==> src/hw/rtl/ovdp_pkg.sv <==
`default_nettype none
// ----------------------------------------------------------------------------
// ovdp_pkg
// Shared widths, record type, control structs and state encodings for the
// overlap dedup packer.
// ----------------------------------------------------------------------------
package ovdp_pkg;

   localparam int unsigned POS_BITS   = 20;
   localparam int unsigned ID_BITS    = 32;

   // error rate: diffs * RATE_SCALE / length, saturated to RATE_BITS
   localparam int unsigned RATE_SCALE = 10000;
   localparam int unsigned SCALE_BITS = $clog2(RATE_SCALE + 1);
   localparam int unsigned RATE_BITS  = 16;
   localparam int unsigned PROD_BITS  = POS_BITS + SCALE_BITS;
   localparam int unsigned OVF_BITS   = POS_BITS + RATE_BITS;
   localparam int unsigned STEP_BITS  = $clog2(RATE_BITS);
   localparam logic [RATE_BITS-1:0] RATE_MAX = {RATE_BITS{1'b1}};

   localparam logic ACTION_RECORD = 1'b0;
   localparam logic ACTION_FLUSH  = 1'b1;

   typedef struct packed {
      logic [ID_BITS-1:0]  a_id;
      logic [ID_BITS-1:0]  b_id;
      logic                forward;
      logic [POS_BITS-1:0] a_begin;
      logic [POS_BITS-1:0] a_end;
      logic [POS_BITS-1:0] a_length;
      logic [POS_BITS-1:0] b_begin;
      logic [POS_BITS-1:0] b_end;
      logic [POS_BITS-1:0] diffs;
   } rec_type;

   typedef struct packed {
      logic start;
      logic ack;
   } rate_ctl_type;

   typedef enum logic [2:0] {
      R_IDLE,
      R_MUL,
      R_CHECK,
      R_DIV,
      R_DONE
   } rate_state_type;

   typedef enum logic {
      C_IDLE,
      C_BUSY
   } core_state_type;

endpackage
`default_nettype wire

==> src/hw/rtl/ovdp_cache.sv <==
`default_nettype none
// ----------------------------------------------------------------------------
// ovdp_cache
// One-entry record cache with duplicate compare and emit decision.
// ----------------------------------------------------------------------------
module ovdp_cache (
   input  wire logic             clock,
   input  wire logic             reset,
   input  wire logic             fire,
   input  wire logic             action,
   input  wire ovdp_pkg::rec_type in_rec,
   output logic                  emit,
   output ovdp_pkg::rec_type     held_rec
);

   ovdp_pkg::rec_type held_ff, held_in;

   logic                          same_key;
   logic                          held_full;
   logic                          better;
   logic signed [ovdp_pkg::POS_BITS:0] new_a_span, old_a_span;
   logic signed [ovdp_pkg::POS_BITS:0] new_b_span, old_b_span;

   assign held_rec = held_ff;

   always_comb begin
      new_a_span = $signed({1'b0, in_rec.a_end})   - $signed({1'b0, in_rec.a_begin});
      old_a_span = $signed({1'b0, held_ff.a_end})  - $signed({1'b0, held_ff.a_begin});
      new_b_span = $signed({1'b0, in_rec.b_end})   - $signed({1'b0, in_rec.b_begin});
      old_b_span = $signed({1'b0, held_ff.b_end})  - $signed({1'b0, held_ff.b_begin});

      same_key  = (in_rec.a_id == held_ff.a_id) && (in_rec.b_id == held_ff.b_id) &&
                  (in_rec.forward == held_ff.forward);
      held_full = (held_ff.a_id != '0);

      // first true test decides
      if (new_a_span > old_a_span) begin
         better = 1'b1;
      end else if (new_b_span > old_b_span) begin
         better = 1'b1;
      end else begin
         better = (in_rec.diffs < held_ff.diffs);
      end

      held_in = held_ff;
      emit    = 1'b0;
      if (action == ovdp_pkg::ACTION_FLUSH) begin
         emit    = held_full;
         held_in = '0;
      end else if (same_key) begin
         if (better) begin
            held_in = in_rec;
         end
      end else begin
         emit    = held_full;
         held_in = in_rec;
      end
   end

   always_ff @(posedge clock) begin
      if (reset) begin
         held_ff <= '0;
      end else if (fire) begin
         held_ff <= held_in;
      end
   end

endmodule
`default_nettype wire

==> src/hw/rtl/ovdp_rate_unit.sv <==
`default_nettype none
// ----------------------------------------------------------------------------
// ovdp_rate_unit
// Error rate: one multiply, one saturation check, then, unless saturated, a
// radix-2 restoring divider producing one quotient bit per cycle.
// ----------------------------------------------------------------------------
module ovdp_rate_unit (
   input  wire logic                              clock,
   input  wire logic                              reset,
   input  wire ovdp_pkg::rate_ctl_type            ctl,
   input  wire logic [ovdp_pkg::POS_BITS-1:0]     diffs,
   input  wire logic [ovdp_pkg::POS_BITS-1:0]     len,
   output logic                                   done,
   output logic [ovdp_pkg::RATE_BITS-1:0]         quot
);

   ovdp_pkg::rate_state_type state_ff, state_in;

   logic [ovdp_pkg::POS_BITS-1:0]  diffs_ff, diffs_in;
   logic [ovdp_pkg::POS_BITS-1:0]  len_ff, len_in;
   logic [ovdp_pkg::PROD_BITS-1:0] prod_ff, prod_in;
   logic [ovdp_pkg::POS_BITS-1:0]  rem_ff, rem_in;
   logic [ovdp_pkg::RATE_BITS-1:0] low_ff, low_in;
   logic [ovdp_pkg::RATE_BITS-1:0] quot_ff, quot_in;
   logic [ovdp_pkg::STEP_BITS-1:0] step_ff, step_in;

   logic [ovdp_pkg::OVF_BITS-1:0]  limit;
   logic                           ovf;
   logic [ovdp_pkg::POS_BITS:0]    trial;
   logic [ovdp_pkg::POS_BITS:0]    trial_sub;
   logic                           ge;

   assign done = (state_ff == ovdp_pkg::R_DONE);
   assign quot = quot_ff;

   always_comb begin
      limit     = {len_ff, ovdp_pkg::RATE_BITS'(0)};
      ovf       = (ovdp_pkg::OVF_BITS'(prod_ff) >= limit);
      trial     = {rem_ff, low_ff[ovdp_pkg::RATE_BITS-1]};
      trial_sub = trial - {1'b0, len_ff};
      ge        = (trial >= {1'b0, len_ff});

      state_in = state_ff;
      diffs_in = diffs_ff;
      len_in   = len_ff;
      prod_in  = prod_ff;
      rem_in   = rem_ff;
      low_in   = low_ff;
      quot_in  = quot_ff;
      step_in  = step_ff;

      case (state_ff)
         ovdp_pkg::R_IDLE: begin
            if (ctl.start) begin
               diffs_in = diffs;
               len_in   = len;
               state_in = ovdp_pkg::R_MUL;
            end
         end
         ovdp_pkg::R_MUL: begin
            prod_in  = ovdp_pkg::PROD_BITS'(diffs_ff) *
                       ovdp_pkg::PROD_BITS'(ovdp_pkg::RATE_SCALE);
            state_in = ovdp_pkg::R_CHECK;
         end
         ovdp_pkg::R_CHECK: begin
            // zero length or quotient beyond the field saturates
            if ((len_ff == '0) || ovf) begin
               quot_in  = ovdp_pkg::RATE_MAX;
               state_in = ovdp_pkg::R_DONE;
            end else begin
               rem_in   = ovdp_pkg::POS_BITS'(
                             prod_ff[ovdp_pkg::PROD_BITS-1:ovdp_pkg::RATE_BITS]);
               low_in   = prod_ff[ovdp_pkg::RATE_BITS-1:0];
               quot_in  = '0;
               step_in  = '0;
               state_in = ovdp_pkg::R_DIV;
            end
         end
         ovdp_pkg::R_DIV: begin
            if (ge) begin
               rem_in = trial_sub[ovdp_pkg::POS_BITS-1:0];
            end else begin
               rem_in = trial[ovdp_pkg::POS_BITS-1:0];
            end
            quot_in = {quot_ff[ovdp_pkg::RATE_BITS-2:0], ge};
            low_in  = {low_ff[ovdp_pkg::RATE_BITS-2:0], 1'b0};
            step_in = step_ff + 1'b1;
            if (step_ff == ovdp_pkg::STEP_BITS'(ovdp_pkg::RATE_BITS - 1)) begin
               state_in = ovdp_pkg::R_DONE;
            end
         end
         ovdp_pkg::R_DONE: begin
            if (ctl.ack) begin
               state_in = ovdp_pkg::R_IDLE;
            end
         end
         default: begin
            state_in = ovdp_pkg::R_IDLE;
         end
      endcase
   end

   always_ff @(posedge clock) begin
      if (reset) begin
         state_ff <= ovdp_pkg::R_IDLE;
      end else begin
         state_ff <= state_in;
      end
   end

   always_ff @(posedge clock) begin
      diffs_ff <= diffs_in;
      len_ff   <= len_in;
      prod_ff  <= prod_in;
      rem_ff   <= rem_in;
      low_ff   <= low_in;
      quot_ff  <= quot_in;
      step_ff  <= step_in;
   end

endmodule
`default_nettype wire

==> src/hw/rtl/overlap_dedup_packer_core.sv <==
`default_nettype none
// ----------------------------------------------------------------------------
// overlap_dedup_packer_core
// Duplicate-suppressing packer for read-overlap records with error rate.
// ----------------------------------------------------------------------------
// Usage:
//   req_* carries one item per accept (req_valid high, req_stall low). An
//   item is an overlap record or, with req_action set, a flush. A record that
//   matches the cached one (same A id, B id, orientation) may replace it and
//   never yields a result; any other record takes its place and pushes a
//   non-empty cache out. A flush pushes a non-empty cache out and empties it.
//   rsp_* presents one emitted record per accept (rsp_valid high, rsp_stall
//   low). rsp_valid holds and the payload stays put while rsp_stall is high.
// Timing:
//   An item that emits nothing does not raise req_stall.
//   An emitting item raises req_stall while the rate unit runs (multiply,
//   saturation check, 16 divider steps, then handing the rate to the output
//   register). rsp_valid rises and req_stall drops at the same edge. A
//   saturated rate skips the radix-2 divider.
//   A waiting result does not block non-emitting items; an emitting item
//   waits in the busy state until the output register frees up, that is
//   while rsp_stall holds the previous result.
// Reset:
//   Synchronous; empties the cache, idles the rate unit, drops rsp_valid.
// ----------------------------------------------------------------------------
module overlap_dedup_packer_core (
   input  wire logic                          clock,
   input  wire logic                          reset,
   // request channel
   input  wire logic                          req_valid,
   output logic                               req_stall,
   input  wire logic                          req_action,
   input  wire logic [ovdp_pkg::ID_BITS-1:0]  req_read_a_id,
   input  wire logic [ovdp_pkg::ID_BITS-1:0]  req_read_b_id,
   input  wire logic                          req_same_strand,
   input  wire logic [ovdp_pkg::POS_BITS-1:0] req_a_start,
   input  wire logic [ovdp_pkg::POS_BITS-1:0] req_a_stop,
   input  wire logic [ovdp_pkg::POS_BITS-1:0] req_a_length,
   input  wire logic [ovdp_pkg::POS_BITS-1:0] req_b_start,
   input  wire logic [ovdp_pkg::POS_BITS-1:0] req_b_stop,
   input  wire logic [ovdp_pkg::POS_BITS-1:0] req_mismatch_count,
   // response channel
   output logic                               rsp_valid,
   input  wire logic                          rsp_stall,
   output logic [ovdp_pkg::ID_BITS-1:0]       rsp_out_a_id,
   output logic [ovdp_pkg::ID_BITS-1:0]       rsp_out_b_id,
   output logic                               rsp_out_forward,
   output logic [ovdp_pkg::POS_BITS-1:0]      rsp_out_a_begin,
   output logic [ovdp_pkg::POS_BITS-1:0]      rsp_out_a_end,
   output logic [ovdp_pkg::POS_BITS-1:0]      rsp_out_b_begin,
   output logic [ovdp_pkg::POS_BITS-1:0]      rsp_out_b_end,
   output logic [ovdp_pkg::RATE_BITS-1:0]     rsp_error_rate
);

   ovdp_pkg::core_state_type state_ff, state_in;

   ovdp_pkg::rec_type      in_rec;
   ovdp_pkg::rec_type      held_rec;
   ovdp_pkg::rec_type      pend_ff, pend_in;
   ovdp_pkg::rate_ctl_type rate_ctl;
   logic                   emit;
   logic                   fire;
   logic                   rate_done;
   logic [ovdp_pkg::RATE_BITS-1:0] rate_quot;
   logic                   load_out;

   logic                            rsp_valid_ff, rsp_valid_in;
   logic [ovdp_pkg::ID_BITS-1:0]    a_id_ff, a_id_in;
   logic [ovdp_pkg::ID_BITS-1:0]    b_id_ff, b_id_in;
   logic                            fwd_ff, fwd_in;
   logic [ovdp_pkg::POS_BITS-1:0]   a_begin_ff, a_begin_in;
   logic [ovdp_pkg::POS_BITS-1:0]   a_end_ff, a_end_in;
   logic [ovdp_pkg::POS_BITS-1:0]   b_begin_ff, b_begin_in;
   logic [ovdp_pkg::POS_BITS-1:0]   b_end_ff, b_end_in;
   logic [ovdp_pkg::RATE_BITS-1:0]  rate_ff, rate_in;

   // ready only when no emitted record is in the rate unit
   assign req_stall = (state_ff != ovdp_pkg::C_IDLE);
   assign fire      = req_valid && !req_stall;

   assign in_rec = '{a_id:     req_read_a_id,
                     b_id:     req_read_b_id,
                     forward:  req_same_strand,
                     a_begin:  req_a_start,
                     a_end:    req_a_stop,
                     a_length: req_a_length,
                     b_begin:  req_b_start,
                     b_end:    req_b_stop,
                     diffs:    req_mismatch_count};

   ovdp_cache u_cache (
      .clock    (clock),
      .reset    (reset),
      .fire     (fire),
      .action   (req_action),
      .in_rec   (in_rec),
      .emit     (emit),
      .held_rec (held_rec)
   );

   // rate unit takes the outgoing record's diffs and length at start
   ovdp_rate_unit u_rate (
      .clock (clock),
      .reset (reset),
      .ctl   (rate_ctl),
      .diffs (held_rec.diffs),
      .len   (held_rec.a_length),
      .done  (rate_done),
      .quot  (rate_quot)
   );

   always_comb begin
      state_in       = state_ff;
      pend_in        = pend_ff;
      rate_ctl.start = 1'b0;
      rate_ctl.ack   = 1'b0;
      load_out       = 1'b0;

      case (state_ff)
         ovdp_pkg::C_IDLE: begin
            if (fire && emit) begin
               // snapshot the outgoing record before the cache moves on
               pend_in        = held_rec;
               rate_ctl.start = 1'b1;
               state_in       = ovdp_pkg::C_BUSY;
            end
         end
         ovdp_pkg::C_BUSY: begin
            if (rate_done && (!rsp_valid_ff || !rsp_stall)) begin
               load_out     = 1'b1;
               rate_ctl.ack = 1'b1;
               state_in     = ovdp_pkg::C_IDLE;
            end
         end
         default: begin
            state_in = ovdp_pkg::C_IDLE;
         end
      endcase
   end

   // output register
   always_comb begin
      rsp_valid_in = rsp_valid_ff;
      a_id_in      = a_id_ff;
      b_id_in      = b_id_ff;
      fwd_in       = fwd_ff;
      a_begin_in   = a_begin_ff;
      a_end_in     = a_end_ff;
      b_begin_in   = b_begin_ff;
      b_end_in     = b_end_ff;
      rate_in      = rate_ff;

      if (load_out) begin
         rsp_valid_in = 1'b1;
         a_id_in      = pend_ff.a_id;
         b_id_in      = pend_ff.b_id;
         fwd_in       = pend_ff.forward;
         a_begin_in   = pend_ff.a_begin;
         a_end_in     = pend_ff.a_end;
         // B coordinates in orientation order
         if (pend_ff.forward) begin
            b_begin_in = pend_ff.b_begin;
            b_end_in   = pend_ff.b_end;
         end else begin
            b_begin_in = pend_ff.b_end;
            b_end_in   = pend_ff.b_begin;
         end
         rate_in = rate_quot;
      end else if (rsp_valid_ff && !rsp_stall) begin
         rsp_valid_in = 1'b0;
      end
   end

   always_ff @(posedge clock) begin
      if (reset) begin
         state_ff     <= ovdp_pkg::C_IDLE;
         rsp_valid_ff <= 1'b0;
      end else begin
         state_ff     <= state_in;
         rsp_valid_ff <= rsp_valid_in;
      end
   end

   always_ff @(posedge clock) begin
      pend_ff    <= pend_in;
      a_id_ff    <= a_id_in;
      b_id_ff    <= b_id_in;
      fwd_ff     <= fwd_in;
      a_begin_ff <= a_begin_in;
      a_end_ff   <= a_end_in;
      b_begin_ff <= b_begin_in;
      b_end_ff   <= b_end_in;
      rate_ff    <= rate_in;
   end

   assign rsp_valid       = rsp_valid_ff;
   assign rsp_out_a_id    = a_id_ff;
   assign rsp_out_b_id    = b_id_ff;
   assign rsp_out_forward = fwd_ff;
   assign rsp_out_a_begin = a_begin_ff;
   assign rsp_out_a_end   = a_end_ff;
   assign rsp_out_b_begin = b_begin_ff;
   assign rsp_out_b_end   = b_end_ff;
   assign rsp_error_rate  = rate_ff;

endmodule
`default_nettype wire

==> config.mk <==
export PLATFORM = sky130hd
export DESIGN_NAME = overlap_dedup_packer_core
export DESIGN_NICKNAME = d
export VERILOG_FILES = /design/src/hw/rtl/ovdp_pkg.sv /design/src/hw/rtl/ovdp_cache.sv /design/src/hw/rtl/ovdp_rate_unit.sv /design/src/hw/rtl/overlap_dedup_packer_core.sv
export SDC_FILE = /design/constraint.sdc
export NUM_CORES = 1
export LEC_CHECK = 0
export BUFFER_PORTS_ARGS = -buffer_cell sky130_fd_sc_hd__buf_4
export CAP_MARGIN = 20
export CORE_MARGIN = 2
export CORE_UTILIZATION = 49
export DETAILED_ROUTE_END_ITERATION = 8
export HOLD_SLACK_MARGIN = 0.05
export PLACE_DENSITY = 0.69
export SYNTH_ARGS = -nofsm -noshare
export SYNTH_HDL_FRONTEND = slang
export SYNTH_HIERARCHICAL = 1
export SYNTH_SLANG_ARGS = --single-unit
==> constraint.sdc <==
create_clock -name clock -period 17 [get_ports clock]
set_input_delay 0.85 -clock clock [delete_from_list [all_inputs] [get_ports clock]]
set_output_delay 0.85 -clock clock [all_outputs]
set_load 0.02 [all_outputs]
==> run_summary.xml, run 1 <==
<?xml version="1.0" encoding="UTF-8"?>
<metrics>
  <group name="route">
    <metric name="via_count" unit="">20500</metric>
    <metric name="drcViolationCount" unit="">0</metric>
    <metric name="drt.antenna.violating_nets" unit="">0</metric>
    <metric name="routed_wirelength" unit="mm">72.6</metric>
    <metric name="drt-initial-drc-count" unit="">1228</metric>
    <metric name="detail_route.wl_per_cell" unit="um">19.4</metric>
    <metric name="detail_route.first_pass.iterations" unit="">6</metric>
    <metric name="via_per_inst" unit="">5.48</metric>
  </group>
  <group name="placed_design">
    <metric name="input_output_buffers" unit="">352</metric>
    <metric name="place_hpwl" unit="mm">54.4</metric>
    <metric name="finalWeightedCongestion" unit="">0.912</metric>
  </group>
  <group name="sta">
    <metric name="fmax" unit="GHz">0.147</metric>
    <metric name="rsz0062_at_grt" unit="">false</metric>
    <metric name="worst_clock_skew" unit="ps">38.9</metric>
    <metric name="maxSlewViolCount" unit="">0</metric>
    <metric name="totalNegativeSetupSlack" unit="ps">0</metric>
    <metric name="remaining_max_slew_budget_at_the_tightest_pin" unit="%">21.8</metric>
    <metric name="hold_violations" unit="">0</metric>
    <metric name="worst-slew-pin-transition" unit="ps">1160</metric>
    <metric name="shortest_clock_period_the_worst_path_allows_after_layout" unit="ps">6800</metric>
    <metric name="setup-violations-final" unit="">0</metric>
    <metric name="period_share" unit="%">40.0</metric>
  </group>
  <group name="yosys">
    <metric name="synth_seq_area_share" unit="%">54.2</metric>
    <metric name="ys_async_sr_fraction" unit="%">0</metric>
    <metric name="postSynthAreaPerCell" unit="um2">12.5</metric>
    <metric name="dominantRegCellSynth" unit="">sky130_fd_sc_hd__edfxtp_1</metric>
    <metric name="net_count_after_synthesis" unit="">2968</metric>
    <metric name="ys_seq_elements" unit="">618</metric>
    <metric name="synth.cell_area" unit="um2">30700</metric>
    <metric name="synth.distinct_cells" unit="">79</metric>
    <metric name="syn-instance-count" unit="">2464</metric>
    <metric name="synth-edff-count" unit="">428</metric>
    <metric name="synth-warning-count" unit="">6</metric>
  </group>
  <group name="worst_setup_path">
    <metric name="reg2reg_setup_slack" unit="ps">10200</metric>
    <metric name="timing.critical_path.from" unit="">u_cache/held_rec[100]</metric>
    <metric name="worst-path-max-fanout" unit="">81</metric>
    <metric name="cp-end-kind" unit="">flip-flop</metric>
    <metric name="timing.critical_path.required" unit="ps">17540</metric>
    <metric name="r2r-start" unit="">u_cache/held_rec[100]</metric>
    <metric name="cp_slowest_stage_delay" unit="ps">760</metric>
    <metric name="setup.worst_path.start_class" unit="">flip-flop</metric>
    <metric name="timing.critical_path.slowest_stage_cell" unit="">sky130_fd_sc_hd__buf_4</metric>
    <metric name="reg2reg_depth" unit="">22</metric>
    <metric name="crit_family" unit="">compound AO/OA/AOI/OAI gates</metric>
    <metric name="crit_path_cell_chain" unit="">ha_1, inv_1, fa_1, a21oi_1, nor2b_1, a311o_1, o31a_1, a211o_1, o311ai_0, a31oi_1, xnor2_1, ha_1, a21oi_1, nor2b_1, o21ai_0, o21ai_0, nor4_1, o22ai_1, a21oi_1, o311a_4, buf_4, a22o_1</metric>
    <metric name="crit_cells" unit="">22</metric>
    <metric name="worst-path-buf-inv" unit="">2</metric>
    <metric name="setup.worst_path.class" unit="">flip-flop to flip-flop</metric>
    <metric name="critPathArrivalTime" unit="ps">7340</metric>
    <metric name="cp_common_cell" unit="">sky130_fd_sc_hd__a21oi_1</metric>
    <metric name="worst_r2r_endpoint" unit="">u_cache/held_rec[101]</metric>
    <metric name="endpoint" unit="">u_cache/held_rec[101]</metric>
  </group>
  <group name="floorplan">
    <metric name="std_cell_rows" unit="">91</metric>
    <metric name="floorplan.die.width" unit="um">254</metric>
    <metric name="die_footprint" unit="um2">64700</metric>
    <metric name="die_height" unit="um">254</metric>
    <metric name="placeableCoreArea" unit="um2">61800</metric>
    <metric name="initial_utilization" unit="%">49.7</metric>
    <metric name="number_of_placed_i_o_pins" unit="">353</metric>
  </group>
  <group name="cts">
    <metric name="number_of_clock_sinks" unit="">618</metric>
    <metric name="clk_pin_slew_worst_paths" unit="ps">60</metric>
    <metric name="tritoncts.num_buffers" unit="">69</metric>
    <metric name="cts_tree" unit="">done</metric>
    <metric name="cts_root_buffer" unit="">sky130_fd_sc_hd__clkbuf_16</metric>
    <metric name="clk-insertion-delay-late" unit="ps">620</metric>
    <metric name="number_of_buffers_inserted_by_post_cts_setup_repair" unit="">0</metric>
    <metric name="cts_repair_resize_count" unit="">0</metric>
    <metric name="cts-hold-fix-buffers" unit="">0</metric>
    <metric name="clockBufferDepth" unit="">3</metric>
    <metric name="ctsHtreeMaxLevel" unit="">3</metric>
  </group>
  <group name="cells_and_area">
    <metric name="layout_commonest_cell" unit="">sky130_fd_sc_hd__edfxtp_1</metric>
    <metric name="fin_nets" unit="">3345</metric>
    <metric name="multi_input_area" unit="um2">12500</metric>
    <metric name="layout.area.seq" unit="um2">16700</metric>
    <metric name="postLayoutCoreUtil" unit="%">58.9</metric>
    <metric name="n_fill_cell" unit="">5030</metric>
    <metric name="final_layout_size_suffix_gt1_share" unit="%">18.8</metric>
    <metric name="syn_to_final_growth" unit="%">18.4</metric>
    <metric name="layout.cells.most_common_list" unit="">sky130_fd_sc_hd__edfxtp_1, sky130_fd_sc_hd__buf_4, sky130_fd_sc_hd__inv_1, sky130_fd_sc_hd__ha_1, sky130_fd_sc_hd__dfxtp_1</metric>
  </group>
  <group name="global_route">
    <metric name="grt_max_degree" unit="">82</metric>
    <metric name="vias_in_the_first_global_route" unit="">20900</metric>
    <metric name="grt_remaining_overflow" unit="">0</metric>
    <metric name="groute.usage.overall" unit="%">22.2</metric>
    <metric name="wire_length_of_the_first_global_routing_pass" unit="mm">112</metric>
    <metric name="grt_antenna_before_repair" unit="">9</metric>
  </group>
  <group name="run_status">
    <metric name="status" unit="">finished clean</metric>
  </group>
  <group name="pwr">
    <metric name="highest_ir_drop_seen_on_vdd" unit="V">0.000107</metric>
    <metric name="power.leakage" unit="nW">15.3</metric>
    <metric name="power_per_cell_area" unit="nW/um2">144</metric>
  </group>
  <group name="min_path">
    <metric name="min_from" unit="">pend_ff[113]</metric>
    <metric name="min_path_type" unit="">flip-flop to flip-flop</metric>
  </group>
  <group name="flow_run">
    <metric name="max-cap-violations" unit="">0</metric>
  </group>
</metrics>
worst min path at each step:
stage                          endpoint  slack, ps  cells past startpoint
detailed placement   rsp_out_a_begin[6]        400                      0
global placement    rsp_out_a_begin[16]        400                      0
floorplan            rsp_error_rate[15]        400                      0
finish              rsp_out_a_begin[13]        400                      0
CTS                 rsp_out_a_begin[13]        400                      0
global route          rsp_out_a_end[14]        410                      0
metal layers:
layer	vias up	track usage [%]	share of wire [%]
li1	9835	-	-
met1	9940	27.7	42
met2	567	36.9	47
met3	130	6.88	7.8
met4	14	7.31	2.7
met5	-	0	0.13
cell type report:
cell class / instances / area share, %
inverter: 292 / 3.01
tap: 837 / 2.88
multi-input combinational: 1490 / 34.5
antenna: 2 / 0.0138
sequential: 618 / 45.8
timing repair buffer: 370 / 7.63
clock buffer: 94 / 5.17
clock inverter: 33 / 1.05
power breakdown:
part | switching (mW) | leakage (nW) | internal (mW) | total [mW]
registers | 0.0749 | 5.55 | 1.84 | 1.92
clock network | 0.624 | 1.09 | 0.841 | 1.46
logic | 1.03 | 8.66 | 0.841 | 1.87
state kept, by name, summed over array words and instances, names as in the netlist, 20 cells and up:
name              flops
u_cache/held_rec    185
pend_ff             145
rsp_out_a_id         32
rsp_out_b_id         32
u_rate/prod_ff       30
rsp_out_a_begin      20
rsp_out_a_end        20
rsp_out_b_begin      20
rsp_out_b_end        20
u_rate/diffs_ff      20
u_rate/len_ff        20
u_rate/rem_ff        20
per-stage QoR:
step | total power, mW | setup WS, ps | cells | hold slack [ps] | instance area (um2)
after global placement | 3.76 | 10220 | 3607 | 401 | 34100
final | 5.25 | 10200 | 3736 | 402 | 36400
after floorplan | 3.39 | 7630 | 2464 | 400 | 30700
after global routing | 5.61 | 9720 | 3734 | 406 | 36400
after CTS | 5.30 | 10220 | 3734 | 399 | 36400
after detailed placement | 3.80 | 9980 | 3607 | 405 | 34100
cell usage after synthesis (all sizes together), types with 12 or more instances:
master | n | area, um2
buf | 46 | 405
dfxtp | 190 | 3800
ha | 262 | 3280
xnor2 | 105 | 920
nand4 | 35 | 219
o21ai | 66 | 338
inv | 292 | 1100
mux2i | 16 | 160
a31oi | 18 | 113
nor2b | 20 | 125
nor2 | 76 | 285
nand2 | 106 | 398
a211oi | 16 | 120
nor4 | 27 | 169
mux2 | 42 | 480
a21o | 72 | 541
nand3 | 26 | 130
clkbuf | 18 | 67.6
a21oi | 101 | 509
nor3 | 30 | 161
a22o | 188 | 1650
edfxtp | 428 | 12900
o21a | 27 | 204
nand2b | 12 | 75.1
fa | 52 | 1040
xor2 | 40 | 350
o211ai | 12 | 90.1
cells by family (layout without fill, tap and decap cells):
family          after synthesis  after routing  share of synthesized area, %
compound gates              584            584                          14.0
xor+xnor                    145            145                          4.13
buf+inv                     356            789                          5.10
flops                       618            618                          54.2
fa+ha+maj                   314            314                          14.1
other cells                   0              2                             0
simple gates                389            389                          6.42
mux                          58             58                          2.08
No activity file was read; power rests on OpenSTA's default activity.
==> run 2, diff against run 1 <==
--- a/config.mk
+++ b/config.mk
@@ -11,7 +11,7 @@
 export CORE_UTILIZATION = 49
 export DETAILED_ROUTE_END_ITERATION = 8
 export HOLD_SLACK_MARGIN = 0.05
-export PLACE_DENSITY = 0.69
+export PLACE_DENSITY = 0.71
 export SYNTH_ARGS = -nofsm -noshare
 export SYNTH_HDL_FRONTEND = slang
 export SYNTH_HIERARCHICAL = 1
==> constraint.sdc (replaced) <==
create_clock -name clock -period 5.8 [get_ports clock]
set_input_delay 0.29 -clock clock [delete_from_list [all_inputs] [get_ports clock]]
set_output_delay 0.29 -clock clock [all_outputs]
set_load 0.02 [all_outputs]
==> run_summary.xml, run 2 (synthesized netlist as in run 1, its figures left out) <==
<?xml version="1.0" encoding="UTF-8"?>
<metrics>
  <group name="run_status">
    <metric name="status" unit="">finished clean</metric>
  </group>
  <group name="sta">
    <metric name="remaining_max_slew_budget_at_the_tightest_pin" unit="%">26.5</metric>
    <metric name="worst-slew-pin-transition" unit="ps">1100</metric>
    <metric name="whs" unit="ps">418</metric>
    <metric name="worst_clock_skew" unit="ps">45.3</metric>
    <metric name="maxSlewViolCount" unit="">0</metric>
    <metric name="shortest_clock_period_the_worst_path_allows_after_layout" unit="ps">5530</metric>
    <metric name="fmax" unit="GHz">0.181</metric>
    <metric name="totalNegativeSetupSlack" unit="ps">0</metric>
    <metric name="period_share" unit="%">95.3</metric>
    <metric name="hold_violations" unit="">0</metric>
    <metric name="setup-violations-final" unit="">0</metric>
  </group>
  <group name="route">
    <metric name="drcViolationCount" unit="">0</metric>
    <metric name="via_count" unit="">21600</metric>
    <metric name="detail_route.first_pass.iterations" unit="">5</metric>
    <metric name="detail_route.wl_per_cell" unit="um">19.6</metric>
    <metric name="drt-initial-drc-count" unit="">1570</metric>
    <metric name="routed_wirelength" unit="mm">77.2</metric>
    <metric name="via_per_inst" unit="">5.48</metric>
    <metric name="drt.antenna.violating_nets" unit="">0</metric>
  </group>
  <group name="worst_setup_path">
    <metric name="setup.worst_path.class" unit="">flip-flop to flip-flop</metric>
    <metric name="cp-end-kind" unit="">flip-flop</metric>
    <metric name="reg2reg_setup_slack" unit="ps">270</metric>
    <metric name="timing.critical_path.required" unit="ps">6270</metric>
    <metric name="worst-path-max-fanout" unit="">46</metric>
    <metric name="r2r-start" unit="">u_cache/held_rec[80]</metric>
    <metric name="worst_r2r_endpoint" unit="">u_cache/held_rec[1]</metric>
    <metric name="reg2reg_depth" unit="">25</metric>
    <metric name="critPathArrivalTime" unit="ps">6000</metric>
    <metric name="setup.worst_path.start_class" unit="">flip-flop</metric>
  </group>
  <group name="global_route">
    <metric name="grt_max_degree" unit="">93</metric>
    <metric name="wire_length_of_the_first_global_routing_pass" unit="mm">118</metric>
    <metric name="grt_remaining_overflow" unit="">0</metric>
    <metric name="globalRouteMet2Util" unit="%">38.9</metric>
    <metric name="grt_antenna_before_repair" unit="">10</metric>
    <metric name="global_route.peak_usage_layer" unit="">met2</metric>
    <metric name="vias_in_the_first_global_route" unit="">22000</metric>
    <metric name="groute.usage.overall" unit="%">23.2</metric>
    <metric name="gr-usage-met1" unit="%">29.2</metric>
    <metric name="use_met3" unit="%">5.61</metric>
  </group>
  <group name="floorplan">
    <metric name="die_height" unit="um">254</metric>
    <metric name="placeableCoreArea" unit="um2">61800</metric>
    <metric name="die_footprint" unit="um2">64700</metric>
    <metric name="number_of_placed_i_o_pins" unit="">353</metric>
    <metric name="floorplan.die.width" unit="um">254</metric>
    <metric name="initial_utilization" unit="%">49.7</metric>
    <metric name="std_cell_rows" unit="">91</metric>
  </group>
  <group name="min_path">
    <metric name="worstHoldEndpoint" unit="">rsp_out_a_id[19]</metric>
    <metric name="hold_path_depth" unit="">0</metric>
    <metric name="min_path_type" unit="">flip-flop to flip-flop</metric>
    <metric name="min_from" unit="">pend_ff[172]</metric>
  </group>
  <group name="pwr">
    <metric name="power.leakage" unit="nW">16.2</metric>
    <metric name="highest_ir_drop_seen_on_vdd" unit="V">0.000372</metric>
    <metric name="power_per_cell_area" unit="nW/um2">404</metric>
  </group>
  <group name="cells_and_area">
    <metric name="fin_cells" unit="">3937</metric>
    <metric name="multi_input_area" unit="um2">12600</metric>
    <metric name="layout.area.seq" unit="um2">16700</metric>
    <metric name="fin_nets" unit="">3542</metric>
    <metric name="layout.cells.most_common_list" unit="">sky130_fd_sc_hd__edfxtp_1, sky130_fd_sc_hd__buf_4, sky130_fd_sc_hd__inv_1, sky130_fd_sc_hd__ha_1, sky130_fd_sc_hd__dfxtp_1</metric>
    <metric name="final_layout_size_suffix_gt1_share" unit="%">18.5</metric>
    <metric name="n_fill_cell" unit="">4694</metric>
    <metric name="largest_reg_flops" unit="">185</metric>
    <metric name="syn_to_final_growth" unit="%">25.3</metric>
    <metric name="layout_commonest_cell" unit="">sky130_fd_sc_hd__edfxtp_1</metric>
  </group>
  <group name="placed_design">
    <metric name="place_hpwl" unit="mm">54.0</metric>
    <metric name="input_output_buffers" unit="">352</metric>
    <metric name="finalWeightedCongestion" unit="">0.912</metric>
    <metric name="dpl.cell_count" unit="">3610</metric>
  </group>
  <group name="cts">
    <metric name="number_of_clock_sinks" unit="">618</metric>
    <metric name="clk_pin_slew_worst_paths" unit="ps">60</metric>
    <metric name="clockBufferDepth" unit="">3</metric>
    <metric name="tritoncts.num_buffers" unit="">67</metric>
    <metric name="clk-insertion-delay-late" unit="ps">620</metric>
    <metric name="cts_root_buffer" unit="">sky130_fd_sc_hd__clkbuf_16</metric>
    <metric name="cts_tree" unit="">done</metric>
    <metric name="ctsHtreeMaxLevel" unit="">3</metric>
  </group>
  <group name="flow_run">
    <metric name="max-cap-violations" unit="">0</metric>
  </group>
</metrics>
run 2: layer usage:
metal,up-vias,part of all wire (%)
li1,10200,-
met1,10500,42
met2,640,48
met3,148,6.7
met4,8,3.1
met5,-,0.067
run 2: repair_timing:
item                                    CTS  global route
gates resized for setup                   3            25
endpoints found under the setup margin  170           185
buffers inserted                          0             5
gates cloned                              0             3
pin swaps                                 1             4
hold endpoints to repair                190             0
hold buffers                            188             0
run 2: worst max path at each step:
stage / start / endpoint / slack, ps / cells past startpoint
floorplan: u_rate/state_ff[0] / rsp_error_rate[0] / 110 / 4
global placement: u_cache/held_rec[80] / u_cache/held_rec[141] / 50 / 23
detailed placement: u_cache/held_rec[100] / u_cache/held_rec[137] / -170 / 22
CTS: u_cache/held_rec[80] / u_cache/held_rec[2] / 4 / 23
global route: u_cache/held_rec[80] / u_cache/held_rec[78] / -6 / 26
finish: u_cache/held_rec[80] / u_cache/held_rec[1] / 270 / 25
run 2: cell type report:
class                           instances  share of cell area, %
Antenna cell                            7                 0.0455
Clock buffer                           84                   4.65
Clock inverter                         40                   1.09
Inverter                              292                   2.85
Multi-Input combinational cell       1491                   32.8
Sequential cell                       618                   43.3
Tap cell                              837                   2.72
Timing Repair Buffer                  568                   12.6
run 2: critical path: stages, from the launching register on:
cell and delay, ps:
sky130_fd_sc_hd__dfxtp_1 330, sky130_fd_sc_hd__inv_1 60, sky130_fd_sc_hd__ha_1 210, sky130_fd_sc_hd__inv_1 70
sky130_fd_sc_hd__fa_1 410, sky130_fd_sc_hd__a21oi_1 140, sky130_fd_sc_hd__nor2b_1 70, sky130_fd_sc_hd__a311o_1 380
sky130_fd_sc_hd__o31a_1 300, sky130_fd_sc_hd__a211o_1 310, sky130_fd_sc_hd__a21oi_2 190, sky130_fd_sc_hd__o21bai_1 80
sky130_fd_sc_hd__a21oi_1 180, sky130_fd_sc_hd__xor2_1 170, sky130_fd_sc_hd__ha_1 260, sky130_fd_sc_hd__a21oi_1 150
sky130_fd_sc_hd__nor2_1 50, sky130_fd_sc_hd__a211oi_1 200, sky130_fd_sc_hd__o21ai_0 140, sky130_fd_sc_hd__nor4_2 370
sky130_fd_sc_hd__o22ai_1 160, sky130_fd_sc_hd__a21oi_2 260, sky130_fd_sc_hd__o41ai_4 120, sky130_fd_sc_hd__buf_4 200
sky130_fd_sc_hd__clkbuf_16 210, sky130_fd_sc_hd__a22o_1 290
run 2: through the flow:
stage,instance area [um2],utilization [%],total power [mW],worst slack (ps)
floorplan,30700,-,9.93,107
global placement,34200,55.3,11.0,48.8
detailed placement,34200,55.3,11.2,-169
CTS,38300,61.9,15.6,3.72
global route,38500,62.3,16.6,-6.24
finish,38500,62.3,15.5,270
run 2: where the power goes:
part           internal [mW]  switching [mW]
sequential              5.40           0.221
clock                   2.38            1.84
combinational           2.58            3.11
total                   10.4            5.17
==> run 3, diff against run 2 <==
--- a/config.mk
+++ b/config.mk
@@ -14,5 +14,4 @@
 export PLACE_DENSITY = 0.71
 export SYNTH_ARGS = -nofsm -noshare
 export SYNTH_HDL_FRONTEND = slang
-export SYNTH_HIERARCHICAL = 1
 export SYNTH_SLANG_ARGS = --single-unit
==> run_summary.xml, run 3 <==
<?xml version="1.0" encoding="UTF-8"?>
<metrics>
  <group name="run_status">
    <metric name="status" unit="">finished clean</metric>
  </group>
  <group name="route">
    <metric name="drt-initial-drc-count" unit="">1896</metric>
    <metric name="detail_route.first_pass.iterations" unit="">5</metric>
    <metric name="via_per_inst" unit="">5.61</metric>
    <metric name="routed_wirelength" unit="mm">84.0</metric>
    <metric name="drcViolationCount" unit="">0</metric>
    <metric name="drt.antenna.violating_nets" unit="">0</metric>
    <metric name="detail_route.wl_per_cell" unit="um">19.2</metric>
    <metric name="via_count" unit="">24600</metric>
  </group>
  <group name="pwr">
    <metric name="sequential_fraction_of_design_power" unit="%">28.7</metric>
    <metric name="highest_ir_drop_seen_on_vdd" unit="V">0.000607</metric>
    <metric name="comb_power_share" unit="%">51.3</metric>
    <metric name="power.leakage" unit="nW">16.4</metric>
    <metric name="share_clk_of_total_power" unit="%">20.0</metric>
    <metric name="netSwitchingFraction" unit="%">39.0</metric>
    <metric name="power.net_switching" unit="mW">9.04</metric>
    <metric name="intPower" unit="mW">14.1</metric>
    <metric name="power_per_cell_area" unit="nW/um2">579</metric>
    <metric name="power" unit="mW">23.2</metric>
  </group>
  <group name="worst_setup_path">
    <metric name="worst-path-max-fanout" unit="">20</metric>
    <metric name="timing.critical_path.slowest_stage_cell" unit="">sky130_fd_sc_hd__dlygate4sd3_1</metric>
    <metric name="reg2reg_depth" unit="">27</metric>
    <metric name="cp-end-kind" unit="">flip-flop</metric>
    <metric name="setup.worst_path.class" unit="">input pin to flip-flop</metric>
    <metric name="cp_common_cell" unit="">sky130_fd_sc_hd__buf_4</metric>
    <metric name="critPathArrivalTime" unit="ps">6130</metric>
    <metric name="timing.critical_path.required" unit="ps">6350</metric>
    <metric name="setup.worst_path.start_class" unit="">input pin</metric>
    <metric name="cp_slowest_stage_delay" unit="ps">540</metric>
  </group>
  <group name="floorplan">
    <metric name="die_footprint" unit="um2">69200</metric>
    <metric name="die_height" unit="um">263</metric>
    <metric name="placeableCoreArea" unit="um2">66100</metric>
    <metric name="std_cell_rows" unit="">94</metric>
    <metric name="floorplan.die.width" unit="um">263</metric>
    <metric name="initial_utilization" unit="%">49.8</metric>
    <metric name="number_of_placed_i_o_pins" unit="">353</metric>
  </group>
  <group name="yosys">
    <metric name="synth.distinct_cells" unit="">72</metric>
    <metric name="dominantRegCellSynth" unit="">sky130_fd_sc_hd__edfxtp_1</metric>
    <metric name="syn-instance-count" unit="">3037</metric>
    <metric name="synthDominantCellAreaShare" unit="%">39.1</metric>
    <metric name="synth_most_common_cell" unit="">sky130_fd_sc_hd__edfxtp_1</metric>
    <metric name="postSynthAreaPerCell" unit="um2">10.8</metric>
    <metric name="muxShareOfSynthArea" unit="%">1.80</metric>
    <metric name="yosys.area_share.adder" unit="%">13.1</metric>
    <metric name="ys_async_sr_fraction" unit="%">0</metric>
    <metric name="synth_area_in_compound_gates" unit="%">14.3</metric>
    <metric name="synth_top_family_by_area" unit="">compound AO/OA/AOI/OAI gates</metric>
    <metric name="net_count_after_synthesis" unit="">3541</metric>
    <metric name="yosys-top-cells-area" unit="">sky130_fd_sc_hd__edfxtp_1, sky130_fd_sc_hd__dfxtp_1, sky130_fd_sc_hd__ha_1</metric>
    <metric name="synth_xor_area_share" unit="%">3.89</metric>
    <metric name="synth_seq_area_share" unit="%">50.6</metric>
    <metric name="synth-warning-count" unit="">0</metric>
    <metric name="synth-edff-count" unit="">428</metric>
    <metric name="synth.cell_area" unit="um2">32900</metric>
    <metric name="ys_seq_elements" unit="">618</metric>
    <metric name="yosys-top-cells-count" unit="">sky130_fd_sc_hd__edfxtp_1, sky130_fd_sc_hd__inv_1, sky130_fd_sc_hd__a21oi_1</metric>
    <metric name="synthSimpleGateAreaFrac" unit="%">11.2</metric>
    <metric name="post-synth-top-area-cell" unit="">sky130_fd_sc_hd__edfxtp_1</metric>
  </group>
  <group name="placed_design">
    <metric name="place_hpwl" unit="mm">59.0</metric>
    <metric name="place_worst_setup_slack" unit="ps">35.5</metric>
    <metric name="finalWeightedCongestion" unit="">0.882</metric>
    <metric name="input_output_buffers" unit="">352</metric>
    <metric name="place_area" unit="um2">36700</metric>
    <metric name="dpl.cell_count" unit="">4176</metric>
  </group>
  <group name="cts">
    <metric name="number_of_clock_sinks" unit="">618</metric>
    <metric name="cts_tree" unit="">done</metric>
    <metric name="tritoncts.num_buffers" unit="">68</metric>
    <metric name="ctsHtreeMaxLevel" unit="">3</metric>
    <metric name="clk-insertion-delay-late" unit="ps">620</metric>
    <metric name="clockBufferDepth" unit="">3</metric>
    <metric name="cts_root_buffer" unit="">sky130_fd_sc_hd__clkbuf_16</metric>
    <metric name="clk_pin_slew_worst_paths" unit="ps">60</metric>
  </group>
  <group name="sta">
    <metric name="setup-violations-final" unit="">0</metric>
    <metric name="fmax" unit="GHz">0.179</metric>
    <metric name="hold_violations" unit="">0</metric>
    <metric name="maxSlewViolCount" unit="">0</metric>
    <metric name="shortest_clock_period_the_worst_path_allows_after_layout" unit="ps">5580</metric>
    <metric name="worst-slew-pin-transition" unit="ps">1160</metric>
    <metric name="remaining_max_slew_budget_at_the_tightest_pin" unit="%">22.6</metric>
    <metric name="worst_clock_skew" unit="ps">23.4</metric>
    <metric name="period_share" unit="%">96.2</metric>
    <metric name="final.setup.worst_slack" unit="ps">221</metric>
  </group>
  <group name="min_path">
    <metric name="min_path_type" unit="">input pin to flip-flop</metric>
    <metric name="hold_path_depth" unit="">4</metric>
  </group>
  <group name="global_route">
    <metric name="groute.usage.overall" unit="%">23.6</metric>
    <metric name="vias_in_the_first_global_route" unit="">23800</metric>
    <metric name="grt_antenna_before_repair" unit="">11</metric>
    <metric name="wire_length_of_the_first_global_routing_pass" unit="mm">130</metric>
    <metric name="grt_max_degree" unit="">211</metric>
    <metric name="grt_remaining_overflow" unit="">0</metric>
  </group>
  <group name="cells_and_area">
    <metric name="fin_nets" unit="">3958</metric>
    <metric name="largest_reg_flops" unit="">185</metric>
    <metric name="layout.cells.most_common_list" unit="">sky130_fd_sc_hd__edfxtp_1, sky130_fd_sc_hd__buf_4, sky130_fd_sc_hd__inv_1, sky130_fd_sc_hd__a21oi_1, sky130_fd_sc_hd__ha_1</metric>
    <metric name="n_fill_cell" unit="">5394</metric>
    <metric name="fin_cells" unit="">4379</metric>
    <metric name="syn_to_final_growth" unit="%">21.6</metric>
    <metric name="design_area" unit="um2">40000</metric>
    <metric name="layout.area.seq" unit="um2">16700</metric>
    <metric name="layout_commonest_cell" unit="">sky130_fd_sc_hd__edfxtp_1</metric>
    <metric name="multi_input_area" unit="um2">14700</metric>
    <metric name="final_layout_size_suffix_gt1_share" unit="%">17.5</metric>
    <metric name="postLayoutCoreUtil" unit="%">60.5</metric>
  </group>
  <group name="flow_run">
    <metric name="max-cap-violations" unit="">0</metric>
  </group>
</metrics>
## run 3: worst paths after layout
kind | endpoint | from | slack (ps)
max reg2reg | u_cache.held_rec[131] | u_cache.held_rec[20] | 340
min | u_cache.held_rec[147] | req_read_b_id[26] | 80
max | u_cache.held_rec[131] | req_b_start[1] | 220
min reg2reg | rsp_out_a_id[5] | pend_ff[158] | 420
## run 3: routing by layer
layer / part of all wire, % / wire length [um] / up-vias / track usage [%]
met3: 6.3 / 5320 / 155 / 3.51
li1: - / - / 11800 / -
met4: 3.2 / 2660 / 8 / 8.62
met5: 0.061 / 51 / - / 0
met1: 43 / 36500 / 11800 / 32.1
met2: 47 / 39500 / 811 / 38.5
## run 3: stage by stage
stage                     hold WS (ps)  setup TNS, ps
after floorplan                    400              0
after global placement             400              0
after detailed placement           405              0
after CTS                         50.6              0
after global routing              66.2           -229
final                             79.9              0
## run 3: cells by family (layout without fill, tap and decap cells)
kind of cell / Yosys count / count (layout)
buffers and inverters: 426 / 899
muxes: 54 / 54
AOI/OAI and AO/OA: 768 / 768
adders and majority gates: 314 / 314
xor gates and xnor gates: 146 / 146
other: 0 / 5
and+or+nand+nor: 711 / 711
DFF: 618 / 618
## run 3: power groups by stage
stage	Clock (mW)	Combinational, mW	Sequential [mW]
floorplan	0	8.90	6.58
global placement	0	11.3	6.70
detailed placement	0	11.5	6.72
CTS	4.72	11.6	6.64
global route	4.90	13.6	6.73
finish	4.63	11.9	6.64
## run 3: worst max-delay path: cells and delay by family
family | cells | cell delay, ps
and+or+nand+nor | 3 | 570
adders and majority gates | 2 | 520
buffers and inverters | 9 | 1730
AOI/OAI and AO/OA | 12 | 2920
xor gates and xnor gates | 1 | 90
## run 3: what timing repair did
item                                    in CTS  in global routing
buffers inserted                             3                  4
resized for setup                            0                 18
endpoints found under the setup margin       1                185
cloned                                       0                  3
pin swaps                                    1                  4
hold buffers                                61                  0
endpoints found under the hold margin       61                  0
## run 3: layout make-up
class                      count  share of cell area, %
antenna                        5                 0.0313
clock buffer                  84                   4.59
clock inverter                42                   1.46
inverter                     288                   2.73
multi-input combinational   1993                   36.7
sequential                   618                   41.7
tap                          864                   2.70
timing repair buffer         485                   10.1
